`config.mk`:
```
export PLATFORM = sky130hd
export DESIGN_NAME = binary_gcd_core
export DESIGN_NICKNAME = d
export VERILOG_FILES = /design/src/design/bgcd_pkg.sv /design/src/design/bgcd_datapath.sv /design/src/design/bgcd_ctrl.sv /design/src/design/binary_gcd_core.sv
export VERILOG_INCLUDE_DIRS = /design/src /design/src/design
export SDC_FILE = /design/constraint.sdc
export NUM_CORES = 1
export LEC_CHECK = 0
export BUFFER_PORTS_ARGS = -buffer_cell sky130_fd_sc_hd__buf_2
export CORE_MARGIN = 2
export CORE_UTILIZATION = 46
export CTS_CLUSTER_DIAMETER = 120
export DETAILED_ROUTE_END_ITERATION = 16
export REMOVE_ABC_BUFFERS = 1
export SLEW_MARGIN = 15
export SYNTH_ARGS = -nofsm -noshare
export SYNTH_HDL_FRONTEND = slang
export SYNTH_SLANG_ARGS = --single-unit
```
`constraint.sdc`:
```
create_clock -name clk_i -period 13.2 [get_ports clk_i]
set_input_delay 1.98 -clock clk_i [delete_from_list [all_inputs] [get_ports clk_i]]
set_output_delay 1.98 -clock clk_i [all_outputs]
set_load 0.01 [all_outputs]
```
`src/design/binary_gcd_core_assert.svh`:
```
// Assertion macros for the binary GCD core.
`ifndef BINARY_GCD_CORE_ASSERT_SVH
`define BINARY_GCD_CORE_ASSERT_SVH

// Same-cycle implication, checked out of reset.
`define BGCD_ASSERT_NOW(lbl, ante, cons) \
  lbl: assert property (@(posedge clk_i) disable iff (!rst_ni) (ante) |-> (cons)) \
    else $error("bgcd check failed");

// Next-cycle implication, checked out of reset.
`define BGCD_ASSERT_NEXT(lbl, ante, cons) \
  lbl: assert property (@(posedge clk_i) disable iff (!rst_ni) (ante) |=> (cons)) \
    else $error("bgcd check failed");

`endif

```
`src/design/bgcd_pkg.sv`:
```
// Shared types and constants for the binary GCD core.
`timescale 1ns / 1ps
`default_nettype none

package bgcd_pkg;

  localparam int unsigned DataW        = 64;
  localparam int unsigned DefaultWidth = 64;

  typedef enum logic [2:0] {
    ST_IDLE,
    ST_EVEN,
    ST_STRIP,
    ST_REDUCE,
    ST_FINISH
  } state_e;

  typedef struct packed {
    logic load;
    logic merge;
    logic halve_both;
    logic halve_a;
    logic halve_b;
    logic sub;
    logic store;
  } cmd_t;

  typedef struct packed {
    logic a_zero;
    logic b_zero;
    logic a_odd;
    logic b_odd;
  } status_t;

endpackage

`default_nettype wire

```
`src/design/bgcd_datapath.sv`:
```
// Operand registers, shift counter, subtractor and result register.
`timescale 1ns / 1ps
`default_nettype none

module bgcd_datapath #(
  parameter int unsigned WIDTH = bgcd_pkg::DefaultWidth
) (
  input  wire logic                         clk_i,
  input  wire bgcd_pkg::cmd_t               cmd_i,
  input  wire logic [bgcd_pkg::DataW-1:0]   operand_a_i,
  input  wire logic [bgcd_pkg::DataW-1:0]   operand_b_i,
  output bgcd_pkg::status_t                 status_o,
  output logic [bgcd_pkg::DataW-1:0]        divisor_o
);
  import bgcd_pkg::*;

  localparam int unsigned ShiftW = $clog2(WIDTH);

  logic [WIDTH-1:0]  a_q, a_d;
  logic [WIDTH-1:0]  b_q, b_d;
  logic [WIDTH-1:0]  res_q, res_d;
  logic [ShiftW-1:0] shift_q, shift_d;
  logic [WIDTH:0]    diff_ba;
  logic [WIDTH-1:0]  diff_ab;

  assign diff_ba = {1'b0, b_q} - {1'b0, a_q};
  assign diff_ab = a_q - b_q;

  always_comb begin
    a_d     = a_q;
    b_d     = b_q;
    shift_d = shift_q;
    res_d   = res_q;
    if (cmd_i.load) begin
      a_d     = operand_a_i[WIDTH-1:0];
      b_d     = operand_b_i[WIDTH-1:0];
      shift_d = '0;
    end
    if (cmd_i.merge) begin
      a_d = a_q | b_q;
    end
    if (cmd_i.halve_both) begin
      a_d     = a_q >> 1;
      b_d     = b_q >> 1;
      shift_d = shift_q + ShiftW'(1);
    end
    if (cmd_i.halve_a) begin
      a_d = a_q >> 1;
    end
    if (cmd_i.halve_b) begin
      b_d = b_q >> 1;
    end
    if (cmd_i.sub) begin
      if (diff_ba[WIDTH]) begin
        // a was larger: swap, keep the difference in b
        a_d = b_q;
        b_d = diff_ab;
      end else begin
        b_d = diff_ba[WIDTH-1:0];
      end
    end
    if (cmd_i.store) begin
      res_d = a_q << shift_q;
    end
  end

  always_ff @(posedge clk_i) begin
    a_q     <= a_d;
    b_q     <= b_d;
    shift_q <= shift_d;
    res_q   <= res_d;
  end

  assign status_o.a_zero = (a_q == '0);
  assign status_o.b_zero = (b_q == '0);
  assign status_o.a_odd  = a_q[0];
  assign status_o.b_odd  = b_q[0];

  assign divisor_o = DataW'(res_q);

endmodule

`default_nettype wire

```
`src/design/bgcd_ctrl.sv`:
```
// Sequencer for the binary GCD core and output request valid.
`timescale 1ns / 1ps
`default_nettype none

module bgcd_ctrl (
  input  wire logic              clk_i,
  input  wire logic              rst_ni,
  input  wire logic              in_valid_i,
  output logic                   in_stall_o,
  output logic                   out_valid_o,
  input  wire logic              out_stall_i,
  input  wire bgcd_pkg::status_t status_i,
  output bgcd_pkg::cmd_t         cmd_o
);
  import bgcd_pkg::*;

  state_e state_q, state_d;
  logic   out_valid_q, out_valid_d;

  always_ff @(posedge clk_i or negedge rst_ni) begin
    if (!rst_ni) begin
      state_q     <= ST_IDLE;
      out_valid_q <= 1'b0;
    end else begin
      state_q     <= state_d;
      out_valid_q <= out_valid_d;
    end
  end

  always_comb begin
    state_d     = state_q;
    cmd_o       = '0;
    in_stall_o  = 1'b1;
    out_valid_d = out_valid_q;
    if (out_valid_q && !out_stall_i) begin
      out_valid_d = 1'b0;
    end
    case (state_q)
      ST_IDLE: begin
        in_stall_o = 1'b0;
        if (in_valid_i) begin
          cmd_o.load = 1'b1;
          state_d    = ST_EVEN;
        end
      end
      ST_EVEN: begin
        if (status_i.a_zero || status_i.b_zero) begin
          cmd_o.merge = 1'b1;
          state_d     = ST_FINISH;
        end else if (!status_i.a_odd && !status_i.b_odd) begin
          cmd_o.halve_both = 1'b1;
        end else begin
          state_d = ST_STRIP;
        end
      end
      ST_STRIP: begin
        if (!status_i.a_odd) begin
          cmd_o.halve_a = 1'b1;
        end else begin
          state_d = ST_REDUCE;
        end
      end
      ST_REDUCE: begin
        if (status_i.b_zero) begin
          state_d = ST_FINISH;
        end else if (!status_i.b_odd) begin
          cmd_o.halve_b = 1'b1;
        end else begin
          cmd_o.sub = 1'b1;
        end
      end
      ST_FINISH: begin
        if (!out_valid_q || !out_stall_i) begin
          cmd_o.store = 1'b1;
          out_valid_d = 1'b1;
          state_d     = ST_IDLE;
        end
      end
      default: begin
        state_d = ST_IDLE;
      end
    endcase
  end

  assign out_valid_o = out_valid_q;

endmodule

`default_nettype wire

```
`src/design/binary_gcd_core.sv`:
```
// Binary GCD core: top level joining sequencer and datapath.
// Each request runs a shift/subtract loop over the shared operand registers.
// Throughput: one request in flight; the next is taken once the result is
// in the output register. Reset clears the sequencer and output valid.
`timescale 1ns / 1ps
`default_nettype none

`include "binary_gcd_core_assert.svh"

module binary_gcd_core #(
  parameter int unsigned WIDTH = bgcd_pkg::DefaultWidth
) (
  input  wire logic                       clk_i,
  input  wire logic                       rst_ni,
  input  wire logic                       in_valid_i,
  output logic                            in_stall_o,
  input  wire logic [bgcd_pkg::DataW-1:0] operand_a_i,
  input  wire logic [bgcd_pkg::DataW-1:0] operand_b_i,
  output logic                            out_valid_o,
  input  wire logic                       out_stall_i,
  output logic [bgcd_pkg::DataW-1:0]      divisor_o
);
  import bgcd_pkg::*;

  cmd_t    cmd;
  status_t status;

  bgcd_ctrl u_ctrl (
    .clk_i       (clk_i),
    .rst_ni      (rst_ni),
    .in_valid_i  (in_valid_i),
    .in_stall_o  (in_stall_o),
    .out_valid_o (out_valid_o),
    .out_stall_i (out_stall_i),
    .status_i    (status),
    .cmd_o       (cmd)
  );

  bgcd_datapath #(
    .WIDTH (WIDTH)
  ) u_datapath (
    .clk_i       (clk_i),
    .cmd_i       (cmd),
    .operand_a_i (operand_a_i),
    .operand_b_i (operand_b_i),
    .status_o    (status),
    .divisor_o   (divisor_o)
  );

  `BGCD_ASSERT_NEXT(a_busy_after_req, in_valid_i && !in_stall_o, in_stall_o)
  `BGCD_ASSERT_NEXT(a_store_gives_valid, cmd.store, out_valid_o)
  `BGCD_ASSERT_NOW(a_one_cmd, 1'b1, $onehot0(cmd))
  `BGCD_ASSERT_NOW(a_sub_on_odd, cmd.sub, status.a_odd && status.b_odd)

endmodule

`default_nettype wire
```
==> impl_metrics.yaml <==
sta:
  rsz0062_at_grt: "false"
  finalHoldViolations: 0
  slew_headroom: 0.08311
  finalClockSkew_ps: 23.09
  setup_tns_ps: 0
  min_period_ps: 5461
  setup_viol: 0
  hold_ws_ps: 631.5
  fmax_mhz: 183.1
  worst_slew_pin_slew_ps: 1358
  slew_violations: 0
  finalCritPeriodShare: 0.4137
setup_path:
  setup.worst_path.start_class: "flip-flop"
  critPathKind: "reg -> reg"
  path_buf_inv: 2
  rr_worst_depth: 10
  cp_data_required_time_ps: 13630
  cp.arrival_ps: 5900
  slowest_delay_ps: 770
  cp-startpoint: "u_datapath.b_q[9]"
  critical_path.most_common_cell: "buf_4"
  r2r-end: "u_datapath.a_q[48]"
  rrSetupSlack_ps: 7740
  crit_fanout: 101
  critPathTopFamily: "simple AND/OR/NAND/NOR gates"
  r2r-start: "u_datapath.b_q[9]"
  worstPathCellList: "nor4_2 -> nand4_1 -> nor4_1 -> nor3b_1 -> nand2_2 -> buf_4 -> nor2_4 -> buf_4 -> a211oi_1 -> a21oi_1"
  cpMaxStageDelayCell: "nor4_1"
  crit_path_end_kind: "flip-flop"
drt:
  drtPass1Iterations: 6
  routed_wl_um: 96040
  antenna_left: 0
  drc: 0
  viasPerCell: 6.616
  wl_per_cell_um: 27.14
  first_iter_violations: 2494
  vias: 23420
outcome:
  outcome: "complete, no violations"
synth:
  ys_seq_area_frac: 0.2424
  synth_top_area_frac: 0.1804
  syn_area_mm2: 0.02230
  ys_warn_count: 0
  synth_cell_types: 86
  synth_area_leader_cell: "edfxtp_1"
  synth-main-ff-cell: "edfxtp_1"
  syn_inst: 2824
  ys_ff_latch: 202
  synth.area.top_cells: "edfxtp_1 18%, ha_1 11%, a21oi_1 7.8%"
  synth-edff-count: 134
  async_flop_share: 0.01980
  syn_area_per_cell_um2: 7.898
clock_tree:
  cts_tree: "yes"
  cts-resized-gates: 0
  clk_path_buf_depth: 3
  cts_buffers: 28
  clk_latency_ps: 600
  cts_sinks: 202
  path_clk_slew_ps: 60
  htreeDepth: 1
  cts_root_buffer: "clkbuf_16"
  post_cts_buffers: 0
  cts_hold_buf: 0
floorplan:
  core_area_mm2: 0.04785
  initial_core_util: 0.4661
  fp.dieH_um: 224.2
  die_area_mm2: 0.05026
  std_cell_rows: 80
  pin_count: 198
  fp.dieW_um: 224.2
place:
  detailed_place_hpwl_um: 74110
  post-place-cells: 3488
  gp_congestion: 1.028
  io_buffers: 197
grt:
  antenna_found_initial: 1
  grt_max_degree: 102
  grt_pass1_vias: 22400
  gr-total-overflow: 0
  grt_first_pass_wirelength_um: 140900
  grt_usage: 0.3712
min_path:
  hold_class: "reg -> reg"
  min_to: "u_ctrl.out_valid_o"
  min_from: "u_ctrl.out_valid_o"
  hold_depth: 2
layout:
  fill_cells: 4686
  n_antenna_cell: 0
  drive_gt1_frac: 0.1306
  nets: 3231
  multi_input_area_mm2: 0.01533
  fin_cells: 3539
  syn2layout_area_growth_pct: 10.43
  seq_area_mm2: 0.005405
job:
  maxCapViolCount: 0
## synthesized netlist by cell type (all sizes together) (6+ instances only)
master / instances
a31oi: 26
buf: 57
nor2: 265
mux2i: 80
and2: 16
edfxtp: 134
a211oi: 220
o32ai: 8
or3: 8
a2111oi: 7
o31a: 6
o21a: 6
o21bai: 39
a311oi: 7
ha: 194
a21boi: 14
clkbuf: 138
o31ai: 45
nor3: 36
nand4: 23
inv: 212
xnor2: 52
a21o: 9
mux2: 7
dfxtp: 64
o211ai: 13
nor4: 77
o22ai: 24
a21oi: 349
nand2b: 11
mux4: 49
nand2: 279
or2: 6
o211a: 53
a221oi: 12
o21ai: 129
nor2b: 19
o221ai: 8
nand3: 51
and3: 12
## worst max path at each step
stage / cells after the start / to
after floorplan: 8 / u_datapath.a_q[10]
after global placement: 10 / u_datapath.a_q[56]
after detailed placement: 10 / u_datapath.a_q[60]
after CTS: 10 / u_datapath.a_q[26]
after global routing: 12 / u_datapath.b_q[51]
final: 10 / u_datapath.a_q[48]
## per-stage QoR
step	utilization	area [um2]	setup slack, ps
after floorplan	-	21460	4216
after global placement	0.4939	23630	7386
after detailed placement	0.4941	23640	7808
after CTS	0.5146	24620	7776
after global routing	0.5147	24630	7623
final	0.5147	24630	7739
## area by class of cell
| cell class | instances | area share |
|---|---|---|
| Multi-Input combinational cell | 2214 | 0.6226 |
| Tap cell | 615 | 0.03124 |
| Sequential cell | 202 | 0.2195 |
| Clock inverter | 22 | 0.01123 |
| Inverter | 213 | 0.03246 |
| Clock buffer | 29 | 0.02860 |
| Timing Repair Buffer | 244 | 0.05436 |
## sequential cells by signal (all words and copies together), names as in the netlist
register and cells:
u_datapath.shift_q 6, u_datapath.a_q 64, u_ctrl.out_valid_o 1, u_datapath.b_q 64, u_datapath.divisor_o 64, u_ctrl.state_q 3
## cells in the final DEF, fill, tap and decap left out, types with 64 or more instances in the layout
cell and instances:
buf_2 197, ha_1 194, nor2_1 263, edfxtp_1 134, a211oi_1 219, nor4_1 71, o21ai_0 126, nand2_1 275
a21oi_1 348, inv_1 212, mux2i_1 80, dfxtp_1 64
## layer usage
metal	vias up	routed length, um	global-route usage
li1	10640	-	-
met3	267	7826	0.06034
met2	1206	43210	0.6006
met5	-	0	0
met1	11300	39620	0.4812
met4	0	5390	0.1848
## tightest hold or removal path: stages (launching register included)
cell and delay (ps):
dfrtp_1 430, nand2_1 100, nand2_1 60
## kinds of logic after synthesis
family | share of synthesized area
and+or+nand+nor | 0.1637
muxes | 0.08892
AOI/OAI and AO/OA | 0.2996
xor gates and xnor gates | 0.02121
DFF | 0.2424
adders and majority gates | 0.1106
buffers and inverters | 0.07360
Power is left out: the tool's default activity adds up to more than one toggle a clock period on the data nets, which glitch-free logic cannot reach.
